$ cat src/design/ptdfs_pkg.sv
// ----------------------------------------------------------------------------
// ptdfs_pkg
// Types, codes and helpers shared by the scheduler front, engine and top.
// ----------------------------------------------------------------------------
package ptdfs_pkg;

    localparam int SLOTS_DEF = 8;
    localparam int QDEPTH    = 2;

    localparam logic [31:0] RETRY_DELAY_RST = 32'd1000000;
    localparam logic [31:0] MIN_LEAD_RST    = 32'd1000;

    // configuration register indexes
    localparam logic CFG_RETRY_DELAY = 1'b0;
    localparam logic CFG_MIN_LEAD    = 1'b1;

    // action codes on the input channel
    localparam logic [2:0] ACT_SETUP  = 3'd0;
    localparam logic [2:0] ACT_ACT    = 3'd1;
    localparam logic [2:0] ACT_DEACT  = 3'd2;
    localparam logic [2:0] ACT_DEL    = 3'd3;
    localparam logic [2:0] ACT_POLL   = 3'd4;
    localparam logic [2:0] ACT_RESULT = 3'd5;

    typedef enum logic [2:0] {
        OP_SETUP, OP_ACT, OP_DEACT, OP_DEL, OP_POLL, OP_RESULT, OP_BAD
    } op_t;

    typedef enum logic [2:0] {
        ST_DONE, ST_GRANTED, ST_NOT_DUE, ST_NONE, ST_UNUSED, ST_STALE
    } status_t;

    typedef enum logic [1:0] {
        PH_IDLE, PH_READY, PH_SENDING, PH_FINISHED
    } phase_t;

    typedef enum logic [3:0] {
        E_IDLE, E_EXEC, E_SCAN, E_POLL_CMP, E_POLL_AVG,
        E_COMP, E_SUM, E_SUB, E_FIX, E_RESP
    } eng_state_t;

    typedef struct packed {
        op_t         op;
        logic [2:0]  slot;
        logic [63:0] now;
        logic [63:0] start;
        logic [63:0] interval;
        logic [31:0] maxp;
        logic [7:0]  rlim;
        logic        ok;
        logic [31:0] sw;
    } item_t;

    typedef struct packed {
        logic [63:0] deadline;
        logic [63:0] period;
        logic [31:0] limit;
        logic [7:0]  allow;
        logic [7:0]  rnow;
        logic [31:0] pdone;
        logic [31:0] edone;
        logic [31:0] rall;
        logic [31:0] asch;
        logic [31:0] asw;
        logic        vsch;
        logic        vsw;
    } slot_t;

    typedef struct packed {
        status_t     status;
        logic [2:0]  grant_slot;
        logic [63:0] wait_ns;
        logic [1:0]  slot_condition;
        logic [31:0] sent_count;
        logic [31:0] error_count;
        logic [31:0] retry_total;
        logic [63:0] next_deadline_ns;
        logic [63:0] all_packets;
        logic [31:0] all_errors;
    } out_t;

    function automatic logic [31:0] sat32(input logic [63:0] v);
        sat32 = (v[63:32] != 32'd0) ? 32'hFFFF_FFFF : v[31:0];
    endfunction

    // exponential average, weight 7/8; first sample loads
    function automatic logic [31:0] avg_upd(input logic [31:0] avg, input logic vld,
                                            input logic [31:0] sample);
        logic [34:0] t;
        t = {avg, 3'b000} - {3'b000, avg} + {3'b000, sample};
        avg_upd = vld ? t[34:3] : sample;
    endfunction

endpackage

$ cat src/design/ptdfs_front.sv
// ----------------------------------------------------------------------------
// ptdfs_front
// Accepts input transfers, decodes the action and queues the item.
// ----------------------------------------------------------------------------
module ptdfs_front #(
    parameter int SLOTS = ptdfs_pkg::SLOTS_DEF
) (
    input  logic                aclk,
    input  logic                aresetn,
    input  logic                s_valid,
    output logic                s_ready,
    input  logic [2:0]          s_action,
    input  logic [2:0]          s_slot,
    input  logic [63:0]         s_time_ns,
    input  logic [63:0]         s_start_ns,
    input  logic [63:0]         s_interval_ns,
    input  logic [31:0]         s_max_packets,
    input  logic [7:0]          s_retry_limit,
    input  logic                s_send_ok,
    input  logic [31:0]         s_switch_delay_ns,
    output logic                q_valid,
    output ptdfs_pkg::item_t    q_item,
    input  logic                q_pop
);
    import ptdfs_pkg::*;

    localparam int PW = (QDEPTH > 1) ? $clog2(QDEPTH) : 1;
    localparam int CW = $clog2(QDEPTH + 1);

    item_t           fifo_mem [QDEPTH];
    logic [PW-1:0]   wr_ptr_reg, wr_ptr_next;
    logic [PW-1:0]   rd_ptr_reg, rd_ptr_next;
    logic [CW-1:0]   count_reg, count_next;
    op_t             op;
    item_t           in_item;
    logic            push;

    always_comb begin
        unique case (s_action)
            ACT_SETUP:  op = OP_SETUP;
            ACT_ACT:    op = OP_ACT;
            ACT_DEACT:  op = OP_DEACT;
            ACT_DEL:    op = OP_DEL;
            ACT_POLL:   op = OP_POLL;
            ACT_RESULT: op = OP_RESULT;
            default:    op = OP_BAD;
        endcase
        // slot beyond the table is treated as unknown
        if (op != OP_POLL && op != OP_BAD && 32'(s_slot) >= 32'(SLOTS)) begin
            op = OP_BAD;
        end
    end

    always_comb begin
        in_item.op       = op;
        in_item.slot     = s_slot;
        in_item.now      = s_time_ns;
        in_item.start    = s_start_ns;
        in_item.interval = s_interval_ns;
        in_item.maxp     = s_max_packets;
        in_item.rlim     = s_retry_limit;
        in_item.ok       = s_send_ok;
        in_item.sw       = s_switch_delay_ns;
    end

    assign s_ready = (count_reg != CW'(QDEPTH));
    assign push    = s_valid && s_ready;
    assign q_valid = (count_reg != '0);
    assign q_item  = fifo_mem[rd_ptr_reg];

    always_comb begin
        wr_ptr_next = wr_ptr_reg;
        rd_ptr_next = rd_ptr_reg;
        count_next  = count_reg;
        if (push) begin
            wr_ptr_next = (wr_ptr_reg == PW'(QDEPTH - 1)) ? '0 : wr_ptr_reg + 1'b1;
        end
        if (q_pop) begin
            rd_ptr_next = (rd_ptr_reg == PW'(QDEPTH - 1)) ? '0 : rd_ptr_reg + 1'b1;
        end
        if (push && !q_pop) begin
            count_next = count_reg + 1'b1;
        end else if (!push && q_pop) begin
            count_next = count_reg - 1'b1;
        end
    end

    always_ff @(posedge aclk) begin
        if (!aresetn) begin
            wr_ptr_reg <= '0;
            rd_ptr_reg <= '0;
            count_reg  <= '0;
        end else begin
            wr_ptr_reg <= wr_ptr_next;
            rd_ptr_reg <= rd_ptr_next;
            count_reg  <= count_next;
        end
    end

    always_ff @(posedge aclk) begin
        if (push) begin
            fifo_mem[wr_ptr_reg] <= in_item;
        end
    end

endmodule

$ cat config.mk
export PLATFORM = sky130hd
export DESIGN_NAME = ptdfs_front
export DESIGN_NICKNAME = d
export VERILOG_FILES = /design/src/design/ptdfs_pkg.sv /design/src/design/ptdfs_front.sv
export SDC_FILE = /design/constraint.sdc
export NUM_CORES = 1
export LEC_CHECK = 0
export BUFFER_PORTS_ARGS = -buffer_cell sky130_fd_sc_hd__clkbuf_2
export CAP_MARGIN = 20
export CORE_UTILIZATION = 40
export DETAILED_ROUTE_END_ITERATION = 7
export SETUP_SLACK_MARGIN = 0.2
export SKIP_LAST_GASP = 1
export SYNTH_ARGS = -nofsm -noshare
export SYNTH_HDL_FRONTEND = slang
export SYNTH_SLANG_ARGS = --single-unit
$ cat constraint.sdc
create_clock -name aclk -period 8.4 [get_ports aclk]
set_input_delay 0.42 -clock aclk [delete_from_list [all_inputs] [get_ports aclk]]
set_output_delay 0.42 -clock aclk [all_outputs]
set_load 0.02 [all_outputs]
After elaboration in Yosys (flattened, before gate mapping). Memories as Yosys holds them, arrays and structs flattened. A register that Yosys moved wholly into a read port is not among the register bits. Index checks and enable logic that the tools add are counted.

Output and inout port bits: 273. Input bits: 275. Flip-flop bits (word level): 4. Logic and storage cells: 31. RAM bits: 542. Memories: 1.

Memory list: fifo_mem (words 2, width 271, read ports 1, clocked after Yosys merged registers in 1, wr ports 1, RTL line ptdfs_front.sv:30) `item_t fifo_mem [QDEPTH];`.

Eq/ne operators: 6. Add/sub/neg operators: 4. Reduce and logical (&&, ||, !) cells: 8. Muxes and demuxes: 9.

Operator list (count): one-hot mux 3 bit (6 select lines) (1); equality test 3 x 2 -> 1 bit, second input constant (2); equality test 3 bit, second input constant (2); two-way mux 1 bit (6); two-way mux 2 bit (2); nonzero test 2 bit (2); equality test 3 x 1 -> 1 bit, second input constant (1); logical AND 1 bit (3); logical NOT 3 bit (1); adder 1 bit, second input constant (2); adder 2 x 1 -> 2 bit, second input constant (1); logical NOT 1 bit (2); inequality test 2 bit, second input constant (1); subtractor 2 x 1 -> 2 bit, second input constant (1).

Logic depth before layout (Yosys ltp). Gate-level depths: netlist (run 1).

Depth after elaboration: 6. Depth in mapped cells: 6.

Least setup slack after synthesis (run 1). No wires, ideal clock.

Path type: flip-flop to flip-flop. Start point: register count_reg[0]. End point: memory fifo_mem[1][0] in the netlist's numbering (enable). Stages on the path, launching flop included: 3. Path slack: 805 ps. Data arrival time: 6926 ps. Library setup time: 669 ps. Clock period less this slack: 7595 ps. Cells stage by stage: dfxtp_1 -> nand2b_1 -> and3_1.

Longest elaborated chain between the ends: 4.

Ends and longest elaborated chain: from (decl) (RTL line ptdfs_front.sv:33) `logic [CW-1:0] count_reg, count_next;`; from (signal assigned) (RTL line ptdfs_front.sv:96) `count_reg <= count_next;`; inequality test 2 bit (RTL line ptdfs_front.sv:66) `assign s_ready = (count_reg != CW'(QDEPTH));`; via s_ready (RTL line ptdfs_front.sv:11) `output logic s_ready,`; logical AND 1 bit (RTL line ptdfs_front.sv:67) `assign push = s_valid && s_ready;`; two-way mux 1 bit (RTL line ptdfs_front.sv:101) `if (push) begin`; two-way mux 1 bit (not written as such) (RTL line ptdfs_front.sv:102) `fifo_mem[wr_ptr_reg] <= in_item;`; to (decl) (RTL line ptdfs_front.sv:30).

The timed path passes the listed nets, and every way through them passes these cells.

==> impl_metrics.tcl, run 1 <==
set metrics [dict create \
    largest_reg_flops 542 \
    place_area_mm2 0.02396 \
    maxUsedRoutingLayer "met4" \
    synth_area_per_cell_um2 23.65 \
    met2_length_mm 23.50 \
    grt_pass1_vias 11880 \
    tns_ns 0 \
    stdcell_count 2409 \
    final-hold-violation-count 0 \
    ios 548 \
    combPwrFrac_pct 17.5 \
    antenna_found_initial 2 \
    stdcell_area_mm2 0.02813 \
    route.met3.wl_mm 3.264 \
    cap_viol_max_count 0 \
    via_per_inst 4.603 \
    cp_slowest_cell "dfxtp_4" \
    synth_area_mm2 0.02058 \
    grt_max_degree 144 \
    cts.reportedPaths.clkPinSlew_ns 0.06 \
    wl_per_cell_um 18.89 \
    yosysTopAreaCell "edfxtp_1" \
    synthCells 870 \
    crit_chain "buf_12 -> mux2_2 -> clkbuf_2" \
    area_growth_pct 36.70 \
    core_area_mm2 0.05048 \
    crit_arrival_ns 3.14 \
    crit_path_start_kind "flop" \
    finalSetupViolations 0 \
    crit_fanout 124 \
    ant_nets 0 \
    met1Wirelength_mm 17.44 \
    leakage_uw 0.01106 \
    die_w_um 228.8 \
    layout-drive-gt1-share_pct 52.07 \
    place_hpwl_mm 29.20 \
    first_iter_violations 461 \
    min_path_type "in2reg" \
    die_y_um 228.8 \
    worstReg2RegStart "count_reg[0]" \
    clkSinkCount 547 \
    pwr-share-clk_pct 33.5 \
    place_inst 2062 \
    cp_slowest_stage_delay_ns 0.99 \
    cts_tree "yes" \
    cts.htree.levels 2 \
    synth_top_cells_by_area "edfxtp_1 79%, mux2_4 14%, mux2_2 4.4%" \
    clockRootBuffer "clkbuf_16" \
    drc_errors 0 \
    insertion_delay_ns 0.58 \
    drv_slew 0 \
    dieArea_mm2 0.05235 \
    io_buffers 547 \
    fin_skew_ns 0.007287 \
    fill_cells 4010 \
    slew_headroom_pct 24.42 \
    gp_congestion 0.7863 \
    p_switching_uw 1755 \
    power_density_mw_per_mm2 246.3 \
    ff2ff_path_depth 3 \
    ys_seq_area_share_pct 79.58 \
    cts_buffers 56 \
    yosys_warnings 0 \
    whs_endpoint "fifo_mem[0][223]" \
    final_common_cell "clkbuf_2" \
    internal_power_uw 5172 \
    hold_start "s_time_ns[22]" \
    seq_power_share_pct 49.0 \
    synth_fp_nets 1146 \
    hold_depth 1 \
    finalCriticalPeriod_ns 3.556 \
    grt_pass1_wl_mm 67.96 \
    layout_common_cells "547 x clkbuf_2, 542 x edfxtp_1, 245 x dlygate4sd3_1" \
    outcome "finished, final reports clean" \
    worstMarginPinSlew_ns 1.134 \
    row_count 82 \
    synth.distinct_cells 20 \
    pre_cts_ws_ns 5.516 \
    fmax_mhz 281.2 \
    cts_resized 0 \
    grt_usage_pct 16.99 \
    gr-total-overflow 0 \
    r2r_setup_slack_ns 5.54 \
    reg2reg_to "fifo_mem[1][213]" \
    start_util_pct 40.76 \
    drt_first_pass_iters 5 \
    fin_nets 1969 \
    totalWireLength_mm 45.51 \
    worstSetupPathType "reg2out" \
    fin_crit_sh_pct 42.34 \
    p_sw_share_pct 25.33 \
    synth_top_cell_area_share_pct 79.10 \
    yosys_register_bits 547 \
    fin_ws_ns 4.844 \
    rsz0062_at_grt "false" \
    cts.path.max_buffers 3 \
    end_kind "primary output" \
    cp_data_required_time_ns 7.98 \
    vias 11090 \
    finalPower_uw 6927 \
    peakVddDrop_mv 0.2386 \
]
## cells by family after synthesis
group | count (synthesis) | share of synthesized area [%]
fa+ha+maj | 1 | 0.06080
flops | 547 | 79.58
buf+inv | 34 | 1.472
mux | 271 | 18.30
simple gates | 9 | 0.2798
compound gates | 5 | 0.1824
xor+xnor | 3 | 0.1277
## through the flow
stage / hold slack, ns / util [%]
after CTS: 0.0003577 / 55.70
after global placement: 0.4919 / 47.47
after global routing: 0.007899 / 55.72
final: 0.03799 / 55.72
after floorplan: 0.4728 / -
after detailed placement: 0.5697 / 47.47
## power by group through the flow
stage	registers, µW	clock network [µW]	logic, µW
6_report	3390	2320	1210
5_1_grt	3420	2480	1280
4_1_cts	3390	2380	1230
3_5_place_dp	3450	0	1130
3_3_place_gp	3440	0	1130
2_1_floorplan	3490	0	757
## worst max path at each step
| stage | slack (ns) | from | cells after the start | end |
|---|---|---|---|---|
| after floorplan | 0.81 | count_reg[0] | 2 | fifo_mem[1][0] |
| after global placement | 5.50 | flop | 3 | q_item[25] |
| after detailed placement | 5.52 | flop | 3 | q_item[25] |
| after CTS | 4.86 | flop | 3 | q_item[25] |
| after global routing | 4.76 | flop | 3 | q_item[25] |
| final | 4.84 | flop | 3 | q_item[25] |
## what timing repair did
| action | CTS | global route |
|---|---|---|
| hold buffers | 244 | 1 |
| setup buffers | 0 | 0 |
| setup endpoints to repair | 0 | 0 |
| endpoints found under the hold margin | 488 | 1 |
## area by class of cell
type                            instances  area (µm²)  share of cell area [%]
Clock inverter                         33       241.5                  0.8585
Clock buffer                           68        1468                   5.218
Timing Repair Buffer                  797        5278                   18.76
Inverter                                2       15.01                 0.05338
Tap cell                              672       840.8                   2.989
Antenna cell                            1       2.502                0.008896
Sequential cell                       547       16380                   58.23
Multi-Input combinational cell        289        3904                   13.88
## critical path: cells and delay by family (launching register included)
kind / cells / cell delay (ns)
flops: 1 / 0.99
buf+inv: 2 / 0.66
mux: 1 / 0.43
## synth_stat cells (all sizes together)
master and number:
or3 1, edfxtp 542, xor2 2, a21boi 3, and3 1, or2 1, ha 1, nand2b 1
o21ai 1, a21bo 1, inv 2, buf 30, and2 4, nand3b 1, xnor2 1, mux2 271
clkbuf 2, dfxtp 5
## routing by layer
metal,up-vias,track usage (%)
met4,0,6.500
li1,5126,-
met2,368,30.00
met3,77,4.416
met5,-,0
met1,5518,19.73
Power figures use the tool's default switching activity.
==> run 2, diff against run 1 <==
clock period = 3.65 ns   (was 8.4 ns; I/O delays follow)
==> impl_metrics.tcl, run 2 (synthesis gave the netlist of run 1 again) <==
set metrics [dict create \
    outcome "finished, final reports clean" \
    core_area_mm2 0.05048 \
    place_inst 2077 \
    stdcell_count 2448 \
    totalWireLength_mm 46.11 \
    area_growth_pct 39.02 \
    clkSinkCount 547 \
    cts.path.max_buffers 3 \
    pre_cts_ws_ns 1.569 \
    cts_buffers 56 \
    place_area_mm2 0.02413 \
    fmax_mhz 396.9 \
    rsz0062_at_grt "false" \
    vias 11250 \
    cts_tree "yes" \
    power_density_mw_per_mm2 561.6 \
    first_iter_violations 462 \
    die_y_um 228.8 \
    grt_pass1_vias 11920 \
    cts.reportedPaths.clkPinSlew_ns 0.06 \
    ant_nets 0 \
    cts.htree.levels 2 \
    ios 548 \
    fin_crit_sh_pct 69.02 \
    gr-total-overflow 0 \
    largest_reg_flops 542 \
    worstMarginPinSlew_ns 0.8325 \
    clockRootBuffer "clkbuf_16" \
    leakage_uw 0.01128 \
    final-hold-violation-count 0 \
    drc_errors 0 \
    drt_first_pass_iters 4 \
    place_hpwl_mm 30.31 \
    wl_per_cell_um 18.84 \
    grt_pass1_wl_mm 68.61 \
    met2_length_mm 23.87 \
    peakVddDrop_mv 0.4788 \
    via_per_inst 4.596 \
    grt_max_degree 123 \
    gp_congestion 0.8069 \
    grt_usage_pct 17.18 \
    cap_viol_max_count 0 \
    crit_fanout 53 \
    worstSetupPathType "reg2out" \
    start_util_pct 40.76 \
    final_common_cell "clkbuf_2" \
    layout_common_cells "547 x clkbuf_2, 542 x edfxtp_1, 274 x dlygate4sd3_1" \
    r2r_setup_slack_ns 1.65 \
    min_path_type "in2reg" \
    layout-drive-gt1-share_pct 51.80 \
    dieArea_mm2 0.05235 \
    finalPower_uw 16070 \
    row_count 82 \
    fin_nets 2013 \
    finalSetupViolations 0 \
    crit_arrival_ns 2.34 \
    cts_setup_buffers 0 \
    io_buffers 547 \
    drv_slew 0 \
    fin_ws_ns 1.131 \
    route.met3.wl_mm 3.150 \
    met1Wirelength_mm 17.56 \
    crit_path_start_kind "flop" \
    fin_skew_ns 0.008686 \
    antenna_found_initial 3 \
    die_w_um 228.8 \
    cts_resized 0 \
    maxUsedRoutingLayer "met5" \
    end_kind "primary output" \
    slew_headroom_pct 44.50 \
    stdcell_area_mm2 0.02861 \
    cp_data_required_time_ns 3.47 \
    ctsHoldBuffers 274 \
    finalCriticalPeriod_ns 2.519 \
    insertion_delay_ns 0.58 \
]
==> run 2: power by group <==
part | leakage, µW | switching (µW) | internal, µW | total (µW)
Sequential | 0.00510 | 140 | 7630 | 7770
Clock | 0.000844 | 2230 | 3180 | 5400
Combinational | 0.00534 | 1640 | 1250 | 2890
==> run 2: cell type report <==
cell class / count / area, µm²
antenna: 2 / 5.005
clock buffer: 65 / 1456
clock inverter: 30 / 271.5
fill: 3961 / 21870
inverter: 2 / 11.26
multi-input combinational: 289 / 3911
sequential: 547 / 16380
tap: 672 / 840.8
timing repair buffer: 841 / 5731
==> run 2: final timing paths <==
check,startpoint,to,cells after the start
max,flop,q_item[70],4
min,s_switch_delay_ns[6],fifo_mem[1][6],2
min reg2reg,count_reg[1],count_reg[1],2
max reg2reg,count_reg[0],fifo_mem[1][87],3
==> run 2: routing by layer <==
metal,track usage (%),vias up
li1,-,5208
met4,6.958,2
met1,19.49,5576
met5,0.09191,-
met3,4.790,89
met2,30.44,376
==> run 2: worst max-delay path, stage by stage (launching register included) <==
cell,delay [ns]
dfxtp_4,0.47
buf_12,0.27
buf_12,0.36
mux2_4,0.37
clkbuf_2,0.16
==> run 2: per-stage QoR <==
| step | TNS, ns | util [%] | hold slack (ns) |
|---|---|---|---|
| after detailed placement | 0 | 47.81 | 0.3756 |
| after CTS | 0 | 56.66 | 0.2801 |
| after global routing | 0 | 56.67 | 0.3019 |
| final | 0 | 56.67 | 0.3274 |
| after global placement | 0 | 47.81 | 0.3706 |
| after floorplan | -562.82 | - | 0.2814 |
==> run 3, diff against run 2 <==
clock period = 2.6 ns   (was 3.65 ns; I/O delays follow)
==> impl_metrics.tcl, run 3 (synthesis gave the netlist of run 1 again) <==
set metrics [dict create \
    leakage_uw 0.01135 \
    cts.path.max_buffers 3 \
    worstMarginPinSlew_ns 0.5095 \
    multi_input_area_mm2 0.003911 \
    crit_fanout 23 \
    cts_setup_buffers 0 \
    insertion_delay_ns 0.58 \
    fin_skew_ns 0.01139 \
    crit_arrival_ns 2.12 \
    gr-total-overflow 0 \
    fin_crit_sh_pct 86.69 \
    power_density_mw_per_mm2 771.9 \
    antenna_found_initial 2 \
    grt_pass1_wl_mm 69.80 \
    crit_path_start_kind "flop" \
    fill_cells 3922 \
    p_sw_share_pct 25.48 \
    combPwrFrac_pct 18.8 \
    ios 548 \
    cts.htree.levels 2 \
    finalSetupViolations 0 \
    die_y_um 228.8 \
    pwr-share-clk_pct 32.1 \
    drt_first_pass_iters 4 \
    ff2ff_path_depth 5 \
    pre_cts_ws_ns 0.8246 \
    die_w_um 228.8 \
    peakVddDrop_mv 0.7201 \
    dieArea_mm2 0.05235 \
    layout-drive-gt1-share_pct 51.75 \
    gp_congestion 0.8082 \
    layout_common_cells "547 x clkbuf_2, 542 x edfxtp_1, 275 x dlygate4sd3_1" \
    r2r_setup_slack_ns 0.81 \
    via_per_inst 4.589 \
    io_buffers 547 \
    start_util_pct 40.76 \
    outcome "finished, final reports clean" \
    cap_viol_max_count 0 \
    grt_usage_pct 17.36 \
    grt_pass1_vias 12020 \
    internal_power_uw 16550 \
    clkSinkCount 547 \
    fmax_mhz 443.7 \
    cts_buffers 56 \
    grt_max_degree 56 \
    largest_reg_flops 542 \
    row_count 82 \
    cts.reportedPaths.clkPinSlew_ns 0.06 \
    first_iter_violations 412 \
    drv_slew 0 \
    place_area_mm2 0.02438 \
    drc_errors 0 \
    cts_tree "yes" \
    min_path_type "in2reg" \
    area_growth_pct 39.82 \
    final_common_cell "clkbuf_2" \
    vias 11340 \
    final-hold-violation-count 0 \
    end_kind "primary output" \
    p_switching_uw 5659 \
    ant_nets 0 \
    hold_depth 2 \
    fin_nets 2029 \
    rsz0062_at_grt "false" \
    cp_data_required_time_ns 2.47 \
    seq_power_share_pct 49.1 \
    register_area_mm2 0.01638 \
    totalWireLength_mm 46.22 \
    clockRootBuffer "clkbuf_16" \
    wl_per_cell_um 18.70 \
    worstSetupPathType "reg2out" \
    stdcell_area_mm2 0.02877 \
    place_hpwl_mm 31.49 \
    core_area_mm2 0.05048 \
    finalCriticalPeriod_ns 2.254 \
    fin_ws_ns 0.3460 \
    slew_headroom_pct 66.04 \
]
==> run 3: final timing paths <==
kind | to | from
max | q_item[20] | flop
min | fifo_mem[1][215] | s_time_ns[14]
max reg2reg | fifo_mem[0][91] | count_reg[0]
min reg2reg | count_reg[1] | count_reg[1]
==> run 3: power groups by stage <==
| stage | clock network (µW) | registers (µW) | logic (µW) |
|---|---|---|---|
| 2_1_floorplan | 0 | 11200 | 2450 |
| 3_3_place_gp | 0 | 11100 | 3830 |
| 3_5_place_dp | 0 | 11100 | 3850 |
| 4_1_cts | 7350 | 10900 | 4220 |
| 5_1_grt | 7680 | 11000 | 4400 |
| 6_report | 7140 | 10900 | 4170 |
==> run 3: metal layers <==
layer | vias up | global-route usage, % | wire length [µm] | share of wire [%]
li1 | 5252 | - | - | -
met1 | 5612 | 20.18 | 17890 | 39
met2 | 389 | 30.43 | 23750 | 51
met3 | 86 | 5.177 | 3178 | 6.9
met4 | 0 | 5.979 | 1392 | 3.0
met5 | - | 0 | 0 | 0
==> run 3: what timing repair did <==
item | CTS | global route
endpoints found under the hold margin | 547 | 0
resized for setup | 1 | 0
hold buffers | 275 | 0
setup endpoints to repair | 7 | 0
==> run 3: area by class of cell <==
type                    instances  share of cell area [%]
repair buffers                857                   20.84
inverters                       2                 0.03914
flip-flops and latches        547                   56.94
clock buffers                  71                   5.140
multi-input cells             289                   13.59
well taps                     672                   2.922
clock inverters                31                  0.5132
diodes                          2                 0.01740
==> run 3: critical path, stage by stage (launching register included) <==
cell	delay [ns]
dfxtp_4	0.47
buf_12	0.23
buf_6	0.27
mux2_2	0.38
clkbuf_2	0.16
==> run 3: stage by stage <==
stage	setup TNS [ns]	total power [µW]	cells	util [%]	hold slack (ns)
after floorplan	-1131.92	13630	870	-	0.2289
after global placement	0	14890	2092	48.30	0.3182
after detailed placement	0	14940	2092	48.30	0.3221
after CTS	0	22480	2469	56.98	0.2211
after global routing	0	23060	2471	56.99	0.2391
final	0	22210	2471	56.99	0.2760
